===== src/rtl/tbrb_pkg.sv =====
package tbrb_pkg;

    localparam int MODE_W    = 3;
    localparam int DATA_W    = 8;
    localparam int OFF_W     = 12;
    localparam int LEN_W     = 13;
    localparam int AMT_W     = 13;
    localparam int DEPTH_DEF = 4096;

    localparam logic [MODE_W-1:0] MODE_APPEND = 3'd0;
    localparam logic [MODE_W-1:0] MODE_PEEK   = 3'd1;
    localparam logic [MODE_W-1:0] MODE_REMOVE = 3'd2;
    localparam logic [MODE_W-1:0] MODE_PLACE  = 3'd3;
    localparam logic [MODE_W-1:0] MODE_POP    = 3'd4;

    typedef struct packed {
        logic [MODE_W-1:0] mode;
        logic [DATA_W-1:0] data_in;
        logic [OFF_W-1:0]  offset;
        logic [LEN_W-1:0]  length;
    } t_in;

    typedef struct packed {
        logic [DATA_W-1:0] data_out;
        logic              done_res;
        logic [AMT_W-1:0]  amount;
        logic [AMT_W-1:0]  fill;
    } t_out;

    typedef struct packed {
        logic capture;
        logic exec;
        logic load;
    } t_cmd;

endpackage


===== src/rtl/tbrb_ctrl.sv =====
module tbrb_ctrl
    import tbrb_pkg::*;
(
    input  logic i_clk,
    input  logic i_rst_n,
    input  logic i_in_valid,
    output logic o_in_ready,
    output logic o_out_valid,
    input  logic i_out_ready,
    output t_cmd o_cmd
);

    localparam logic [1:0] S_IDLE = 2'd0;
    localparam logic [1:0] S_EXEC = 2'd1;
    localparam logic [1:0] S_LOAD = 2'd2;

    logic [1:0] r_state;
    logic [1:0] n_state;
    logic       r_out_valid;
    logic       n_out_valid;
    logic       w_slot_free;

    // output register can take a word when empty or being drained this cycle
    assign w_slot_free = !r_out_valid || i_out_ready;

    always_comb begin
        n_state = r_state;
        unique case (r_state)
            S_IDLE: begin
                if (i_in_valid) n_state = S_EXEC;
            end
            S_EXEC: begin
                n_state = S_LOAD;
            end
            S_LOAD: begin
                if (w_slot_free) n_state = S_IDLE;
            end
            default: begin
                n_state = S_IDLE;
            end
        endcase
    end

    always_comb begin
        o_cmd.capture = (r_state == S_IDLE) && i_in_valid;
        o_cmd.exec    = (r_state == S_EXEC);
        o_cmd.load    = (r_state == S_LOAD) && w_slot_free;
    end

    always_comb begin
        n_out_valid = r_out_valid;
        if (o_cmd.load) begin
            n_out_valid = 1'b1;
        end else if (i_out_ready) begin
            n_out_valid = 1'b0;
        end
    end

    always_ff @(posedge i_clk) begin
        if (!i_rst_n) begin
            r_state     <= S_IDLE;
            r_out_valid <= 1'b0;
        end else begin
            r_state     <= n_state;
            r_out_valid <= n_out_valid;
        end
    end

    assign o_in_ready  = (r_state == S_IDLE);
    assign o_out_valid = r_out_valid;

endmodule


===== config.mk =====
export PLATFORM = sky130hd
export DESIGN_NAME = tbrb_ctrl
export DESIGN_NICKNAME = d
export VERILOG_FILES = /design/src/rtl/tbrb_pkg.sv /design/src/rtl/tbrb_ctrl.sv
export SDC_FILE = /design/constraint.sdc
export NUM_CORES = 1
export LEC_CHECK = 0
export ABC_CLOCK_PERIOD_IN_PS = 1200
export BUFFER_PORTS_ARGS = -buffer_cell sky130_fd_sc_hd__buf_2
export CAP_MARGIN = 5
export CORE_AREA = 2 2 39 41
export DETAILED_ROUTE_END_ITERATION = 8
export DIE_AREA = 0 0 41 43
export PLACE_DENSITY = 0.38
export SYNTH_ARGS = -nofsm -noshare
export SYNTH_HDL_FRONTEND = slang
export SYNTH_SLANG_ARGS = --single-unit

===== constraint.sdc =====
create_clock -name i_clk -period 1.2 [get_ports i_clk]
set_clock_uncertainty 0.1 [all_clocks]
set_input_delay 0.06 -clock i_clk [delete_from_list [all_inputs] [get_ports i_clk]]
set_output_delay 0.06 -clock i_clk [all_outputs]
set_load 0.01 [all_outputs]

==> results of run 1 <==
==> power breakdown <==
group          internal [mW]  total, mW  switching (mW)
Sequential             0.105      0.110         0.00495
Combinational         0.0233     0.0394          0.0162
Clock                  0.125      0.176          0.0516
==> through the flow <==
stage / hold WS, ns / std cells / total power, mW / utilization
finish: 0.0489 / 42 / 0.326 / 0.170
global placement: 0.195 / 37 / 0.148 / 0.144
CTS: 0.0453 / 42 / 0.339 / 0.170
detailed placement: 0.206 / 37 / 0.149 / 0.144
floorplan: 0.0775 / 14 / 0.133 / -
global route: 0.0643 / 42 / 0.347 / 0.170
==> cell type report <==
type | count | area, sq um
Sequential cell | 3 | 60.1
Multi-Input combinational cell | 10 | 78.8
Timing Repair Buffer | 9 | 50.0
Tap cell | 16 | 20.0
Clock buffer | 4 | 26.3
Fill cell | 163 | 1150
==> cell usage in the layout, fill, tap and decap left out <==
| cell | count |
|---|---|
| a21boi_0 | 1 |
| and2_1 | 1 |
| and2b_4 | 1 |
| and4bb_1 | 1 |
| buf_2 | 8 |
| clkbuf_1 | 1 |
| clkbuf_4 | 3 |
| dfxtp_1 | 3 |
| dlygate4sd3_1 | 1 |
| nand2b_1 | 2 |
| nor2_1 | 1 |
| nor2b_1 | 1 |
| nor3b_2 | 1 |
| o21a_1 | 1 |
==> registers in the layout, summed over array words and instances, names as in the netlist <==
name	cells
o_out_valid	1
r_state	2
==> cells by family after synthesis <==
family / after synthesis
AND/OR/NAND/NOR: 8
flip-flops: 3
AO/OA/AOI/OAI: 2
buffers and inverters: 1
==> metal layers <==
metal,GRT usage,vias to the layer above,share of wire
met4,0.0400,0,0
li1,-,69,-
met5,0,-,0
met1,0.0478,57,0.47
met2,0.0344,9,0.33
met3,0.0314,0,0.19
==> worst max-delay path by stage <==
stage	endpoint	from	cells after the start
finish	o_cmd[0]	r_state[0]	3
global route	o_cmd[0]	r_state[0]	3
CTS	o_cmd[0]	r_state[0]	3
detailed placement	r_state[1]	r_state[1]	2
global placement	r_state[1]	r_state[1]	2
floorplan	r_state[1]	r_state[1]	2
==> timing repair <==
item                                   CTS  global route
gates resized for setup                  0             0
hold buffers                             1             0
endpoints found under the hold margin    2             0
==> worst max-delay path: stages, from the launching register on <==
cell	delay, ns
dfxtp_1	0.33
nand2b_1	0.16
nor2b_1	0.11
buf_2	0.14
==> out/qor.csv, run 1 <==
metric,value,unit
outcome,finished clean,
die_area,0.00176,sq mm
drtPass1Iterations,4,
postSynthCellCount,14,
synth_top_area_frac,0.410,
clk_path_buf_depth,2,
dp_slack,0.233,ns
synth_ff_type,dfxtp_1,
hold_path.class,input port to flip-flop,
drtIter0Drc,2,
fin_crit,1.13,ns
postPlaceCellArea,199,sq um
ir_drop,0.000368,V
gr-total-overflow,0,
cp.required,1.04,ns
port_buffers,8,
regToRegStartpoint,r_state[1],
rows,14,
ys_seq_area_frac,0.410,
antenna_found_initial,0,
p_leak,0.108,nW
cp.arrival,0.97,ns
avgSynthCellArea,10.5,sq um
synth_most_common_cell,dfxtp_1,
start_kind,flip-flop,
drive_gt1_frac,0.500,
io_pins,9,
syn-cell-area,146,sq um
cts_sinks,3,
holdPathStages,3,
synth_area_leaders,"dfxtp_1 (41%), and4bb_1 (8.5%), nand2b_1 (8.5%), nor3b_2 (8.5%), and2b_4 (6.8%)",
viasPerCell,3.21,
synth_common_cells,"dfxtp_1 (3), nand2b_1 (2)",
finalHoldViolations,0,
drt-total-wl,333,um
r2r_end,r_state[1],
synth_fa_ha_area_frac,0,
synth.largest_area_cell,dfxtp_1,
cts_buffers,3,
cts_tree,done,
finalWorstSetupSlack,0.0657,ns
h-tree-depth,1,
hpwl,254,um
grt_pass1_vias,110,
nets,31,
clk_pin_slew,0.04,ns
synthToLayoutAreaGrowth,60.7,%
postRouteAntennaNets,0,
p_per_area,1380,mW/mm^2
fin_area,235,sq um
finalSetupViolCount,0,
synth_enable_flop_cells,0,
synth_top_family_by_area,simple AND/OR/NAND/NOR gates,
max_freq,882,MHz
antenna_cells,0,
min-delay-start,i_out_ready,
end_kind,output pin,
die_h,43,um
final_max_slew_viol_count,0,
synth_seq_cells,3,
synth_cell_type_count,11,
worstMarginPinSlew,0.175,ns
critPathMaxFanout,5,
routedWlPerCell,7.93,um
grt_max_degree,6,
synth.area.mux_share,0,
rsz0062_at_grt,no,
grtUsageTotal,0.0380,
slew-limit-headroom,0.883,
grt_pass1_wl,400,um
postCtsSetupBuffers,0,
synth_nets,18,
crit_type,flip-flop to output pin,
initial_core_util,0.106,
via_count,135,
reg2reg_slack,0.23,ns
coreArea,0.00138,sq mm
gp_congestion,0.560,
clk_latency,0.23,ns
cts-root-buf,clkbuf_4,
synth_compound_area_frac,0.103,
synth-xor-area-share,0,
yosys_warnings,0,
setup_tns,0,ns
fin_crit_sh,0.945,
drc,0,
async_reset_ff_frac,0,
rr_worst_depth,2,
die_w,41,um
worstHoldEndpoint,o_out_valid,
max-cap-violations,0,
synth_simple_gate_area_frac,0.436,
(Power assumes the default switching activity.)
==> run 2: changes to the inputs <==
--- a/config.mk
+++ b/config.mk
@@ -11,7 +11,7 @@
 export CORE_AREA = 2 2 39 41
 export DETAILED_ROUTE_END_ITERATION = 8
 export DIE_AREA = 0 0 41 43
-export PLACE_DENSITY = 0.38
+export PLACE_DENSITY = 0.39
 export SYNTH_ARGS = -nofsm -noshare
 export SYNTH_HDL_FRONTEND = slang
 export SYNTH_SLANG_ARGS = --single-unit
==> constraint.sdc (replaced) <==
create_clock -name i_clk -period 1.2 [get_ports i_clk]
set_clock_uncertainty 0.1 [all_clocks]
set_input_delay 0.06 -clock i_clk [delete_from_list [all_inputs] [get_ports i_clk]]
set_output_delay 0.06 -clock i_clk [all_outputs]
set_load 0.05 [all_outputs]
==> run 2 against run 1 <==
  * Power rose by 18%
  * First-iteration DRC count did not move
  * Via count up 6.7%
  * Critical path depth unchanged
  * Register-to-register slack lost 0.03 ns
  * Non-clock buffer count did not move
  * Cell area rose by 20%
  * Largest cell class unchanged
  * Cell count did not move
==> out/qor.csv, run 2 (synthesis gave the netlist of run 1 again) <==
metric,value,unit,change
outcome,finished clean,,
drt-total-wl,398,um,+20%
drive_gt1_frac,0.692,,+0.192
clk_path_buf_depth,2,,unchanged
h-tree-depth,1,,unchanged
cts_sinks,3,,unchanged
antenna_cells,0,,unchanged
dp_slack,0.164,ns,-0.0695 ns
regMostFlops,r_state,,
drc,0,,unchanged
rr_worst_depth,2,,unchanged
finalCoreUtilization,0.203,,+0.0335
die_h,43,um,unchanged
cts_buffers,3,,unchanged
slowest_delay,0.36,ns,+0.03 ns
mostFrequentLayoutCells,"buf_2 (5), clkbuf_4 (3), buf_6 (3)",,
r2r_end,r_state[1],,
critPathMaxFanout,5,,unchanged
grtUsageTotal,0.0583,,+0.0203
final_max_slew_viol_count,0,,unchanged
end_kind,output pin,,
gp_congestion,0.568,,+1.4%
hold_path.class,input port to flip-flop,,
antenna_found_initial,0,,unchanged
worst_path_max_delay_cell,dfxtp_4,,
die_area,0.00176,sq mm,unchanged
viasPerCell,3.43,,+6.7%
grt_max_degree,6,,unchanged
power.total,0.384,mW,+18%
final_common_cell,buf_2,,
start_kind,flip-flop,,
grt_pass1_wl,572,um,+43%
fin_crit,1.17,ns,+0.0319 ns
coreArea,0.00138,sq mm,unchanged
p_per_area,1360,mW/mm^2,-1.4%
grt_pass1_vias,143,,+30%
finalSetupViolCount,0,,unchanged
die_w,41,um,unchanged
finalHoldViolations,0,,unchanged
clk_latency,0.24,ns,about the same
worstMarginPinSlew,0.249,ns,+0.0741 ns
place_inst,37,,unchanged
cp.arrival,1.01,ns,+0.04 ns
cts-root-buf,clkbuf_4,,
max_freq,857,MHz,-2.7%
port_buffers,8,,unchanged
fin_crit_sh,0.972,,+0.0266
clk_pin_slew,0.04,ns,about the same
fill_cells,154,,-5.5%
largest_reg_flops,2,,unchanged
rows,14,,unchanged
routedWlPerCell,9.48,um,+20%
postRouteAntennaNets,0,,unchanged
slew-limit-headroom,0.835,,-0.0478
crit_chain,nand2b_4 -> nor2b_4 -> buf_6,,
seqCellArea,66.3,sq um,+10%
nets,31,,unchanged
finalWorstSetupSlack,0.0338,ns,-0.0319 ns
cts_tree,done,,
io_pins,9,,unchanged
synthToLayoutAreaGrowth,92.3,%,
initial_core_util,0.106,,unchanged
holdWs,0.0484,ns,-0.000515 ns
crit_path_start,r_state[0],,
finalNonFillerCells,42,,unchanged
drtPass1Iterations,2,,-2
p_leak,0.126,nW,+16%
crit_type,flip-flop to output pin,,
regToRegStartpoint,r_state[1],,
gr-total-overflow,0,,unchanged
crit_path_end,o_cmd[0],,
via_count,144,,+6.7%
cp.required,1.04,ns,about the same
postCtsSetupBuffers,0,,unchanged
max-cap-violations,0,,unchanged
drtIter0Drc,2,,unchanged
reg2reg_slack,0.20,ns,-0.03 ns
multi_input_area,100,sq um,+27%
ir_drop,0.000470,V,+28%
[run 2: changes by cell type in the layout (fill, tap and decap cells not counted)]
cell | before | now
nor2b_4 | 0 | 1
dfxtp_2 | 0 | 2
nor3b_4 | 0 | 1
nor3b_2 | 1 | 0
dfxtp_1 | 3 | 0
dfxtp_4 | 0 | 1
buf_2 | 8 | 5
nand2b_4 | 0 | 1
buf_6 | 0 | 3
nand2b_1 | 2 | 1
nor2b_1 | 1 | 0
[run 2: per-layer routing]
metal	routed length, um	global-route usage	share of wire	vias to the layer above
li1	-	-	-	69
met1	159	0.0581	0.40	63
met2	166	0.0594	0.42	10
met3	65	0.0471	0.16	2
met4	8	0.0800	0.020	0
met5	0	0	0	-
[run 2: report_power, final]
group,switching (mW),internal (mW)
registers,0.00773,0.105
logic,0.0499,0.0364
clock network,0.0603,0.125
[run 2: what timing repair did]
action	CTS	global route
resized for setup	4	7
endpoints found under the hold margin	3	0
hold buffers	1	0
endpoints found under the setup margin	3	3
[run 2: worst max-delay path, delay by kind of cell (launching register included)]
kind / cells / cell delay (ns)
flip-flops: 1 / 0.36
AND/OR/NAND/NOR: 2 / 0.26
buffers and inverters: 1 / 0.16
[run 2: metrics by stage]
step / cell area (sq um) / TNS, ns
CTS: 253 / -0.0199
global placement: 208 / 0
floorplan: 155 / -0.00180
global route: 282 / -0.00565
detailed placement: 208 / 0
finish: 282 / 0
[run 2: worst min-delay path by stage]
stage | end | from | depth (start not counted) | slack, ns
after global placement | r_state[1] | i_rst_n | 2 | 0.20
after global routing | o_out_valid | i_out_ready | 3 | 0.08
after detailed placement | r_state[1] | i_rst_n | 2 | 0.22
after CTS | o_out_valid | i_out_ready | 3 | 0.02
after floorplan | r_state[1] | i_rst_n | 1 | 0.08
final | o_out_valid | i_out_ready | 3 | 0.05
[run 2: cell type report]
class,count,share of cell area
sequential,3,0.236
tap,16,0.0711
multi-input combinational,10,0.356
timing repair buffer,9,0.244
clock buffer,4,0.0933
==> run 3: changes to the inputs <==
--- a/config.mk
+++ b/config.mk
@@ -5,7 +5,7 @@
 export SDC_FILE = /design/constraint.sdc
 export NUM_CORES = 1
 export LEC_CHECK = 0
-export ABC_CLOCK_PERIOD_IN_PS = 1200
+export ABC_CLOCK_PERIOD_IN_PS = 1300
 export BUFFER_PORTS_ARGS = -buffer_cell sky130_fd_sc_hd__buf_2
 export CAP_MARGIN = 5
 export CORE_AREA = 2 2 39 41
==> constraint.sdc (replaced) <==
create_clock -name i_clk -period 1.3 [get_ports i_clk]
set_clock_uncertainty 0.1 [all_clocks]
set_input_delay 0.065 -clock i_clk [delete_from_list [all_inputs] [get_ports i_clk]]
set_output_delay 0.065 -clock i_clk [all_outputs]
set_load 0.05 [all_outputs]
==> run 3 against run 2 <==
  * Via count is 4.9% lower
  * Cell count is the same
  * Setup slack better by 0.024 ns
  * Sequential power down 8%
  * Flip-flop and latch count unchanged
  * Clock power fell by 9%
  * Sequential share of layout area is 1.4 points higher
  * Non-clock buffer count unchanged
  * First-iteration DRC count fell by 50%
  * Core utilization is 2.3 points lower
  * Register-to-register slack improved by 0.14 ns
  * Critical path depth down 1
  * Critical endpoint is now o_cmd[1]
  * Largest cell class unchanged
==> out/qor.csv, run 3 (synthesis gave the netlist of run 1 again) <==
metric,value,unit,change
outcome,finished clean,,
viasPerCell,3.26,,-4.9%
coreArea,0.00138,sq mm,unchanged
drc,0,,unchanged
fill_cells,157,,+1.9%
ir_drop,0.000626,V,+33%
grt_max_degree,6,,unchanged
power.total,0.342,mW,-11%
clk_pin_slew,0.04,ns,about the same
cts-root-buf,clkbuf_4,,
nets,31,,unchanged
swShare,0.303,,-0.00381
critPathMaxFanout,5,,unchanged
antenna_found_initial,0,,unchanged
max_freq,805,MHz,
crit_type,flip-flop to output pin,,
wl_met1,168,um,+5.7%
fin_crit_sh,0.956,,
end_kind,output pin,,
p_per_area,1370,mW/mm^2,about the same
die_area,0.00176,sq mm,unchanged
io_pins,9,,unchanged
cp.required,1.13,ns,+0.09 ns
hold_path.class,input port to flip-flop,,
route.met3.wl,67,um,+3.1%
setup_tns,0,ns,unchanged
synthToLayoutAreaGrowth,70.9,%,
worstMarginPinSlew,0.252,ns,+0.00240 ns
finalHoldViolations,0,,unchanged
met2_length,112,um,-33%
fin_crit,1.24,ns,
grt_pass1_wl,552,um,-3.5%
rsz0062_at_grt,no,,
clkPwrFrac,0.494,,+0.011
clk_path_buf_depth,2,,unchanged
final_common_cell,buf_2,,
die_w,41,um,unchanged
mostFrequentLayoutCells,"buf_2 (7), clkbuf_4 (3), nand2b_1 (2), dfxtp_2 (2)",,
postCtsSetupBuffers,0,,unchanged
routedWlPerCell,8.26,um,-13%
power_switching,0.104,mW,-12%
holdWs,0.0301,ns,-0.0183 ns
gr-total-overflow,0,,unchanged
max-cap-violations,0,,unchanged
finalSetupViolCount,0,,unchanged
final_max_slew_viol_count,0,,unchanged
drtIter0Drc,1,,-1
antenna_cells,0,,unchanged
h-tree-depth,1,,unchanged
grt_pass1_vias,140,,-2.1%
comb_power_share,0.202,,-0.023
cts_tree,done,,
rows,14,,unchanged
p_int,0.238,mW,-11%
top_layer_used,met3,,
clk_latency,0.24,ns,about the same
grtUsageTotal,0.0552,,-0.00313
start_kind,flip-flop,,
drtPass1Iterations,2,,unchanged
initial_core_util,0.106,,unchanged
p_leak,0.111,nW,-12%
gp_congestion,0.564,,-0.72%
port_buffers,8,,unchanged
postRouteAntennaNets,0,,unchanged
die_h,43,um,unchanged
drive_gt1_frac,0.577,,-0.115
largest_reg_flops,2,,unchanged
regMostFlops,r_state,,
cts_sinks,3,,unchanged
via_count,137,,-4.9%
drt-total-wl,347,um,-13%
cts_buffers,3,,unchanged
p_seq_frac,0.303,,+0.010
cp.arrival,1.08,ns,+0.07 ns
slew-limit-headroom,0.833,,-0.00159
## run 3: cell type report
type	count	area, sq um	share of cell area
Tap cell	16	20.0	0.0800
Clock buffer	4	26.3	0.105
Sequential cell	3	62.6	0.250
Multi-Input combinational cell	10	85.1	0.340
Timing Repair Buffer	9	56.3	0.225
## run 3: metrics by stage
stage                     area [sq um]  setup WS (ns)  cells  utilization
after global routing               250        0.00547     42        0.181
after global placement             205          0.261     37        0.148
after floorplan                    153         0.0899     14            -
final                              250         0.0577     42        0.181
after CTS                          244        0.00665     42        0.176
after detailed placement           205          0.250     37        0.148
## run 3: worst paths after layout
| kind | start | to | slack, ns | depth (start not counted) |
|---|---|---|---|---|
| worst max-delay path | r_state[1] | o_cmd[1] | 0.06 | 2 |
| worst min register to register | o_out_valid | o_out_valid | 0.41 | 2 |
| worst min-delay path | i_out_ready | o_out_valid | 0.03 | 3 |
| worst max register to register | r_state[1] | r_state[1] | 0.34 | 2 |
## run 3: layer usage
layer / vias up / GRT usage
li1: 69 / -
met5: - / 0
met1: 58 / 0.0673
met4: 0 / 0.0200
met2: 10 / 0.0500
met3: 0 / 0.0785
## run 3: repair_timing
action / CTS / global route
pin swaps: 0 / 0
resized for setup: 1 / 3
setup endpoints to repair: 1 / 3
hold buffers: 1 / 0
gates cloned: 0 / 0
endpoints found under the hold margin: 3 / 0
## run 3: power by group through the flow
stage	Clock, mW	Combinational [mW]	Sequential [mW]
floorplan	0	0.0490	0.107
global placement	0	0.0654	0.104
detailed placement	0	0.0657	0.104
CTS	0.181	0.0690	0.103
global route	0.191	0.0734	0.104
finish	0.169	0.0692	0.104
## run 3: worst max-delay path, stage by stage (launching register included)
cell and delay, ns:
dfxtp_2 0.34, and2b_4 0.25, buf_2 0.25
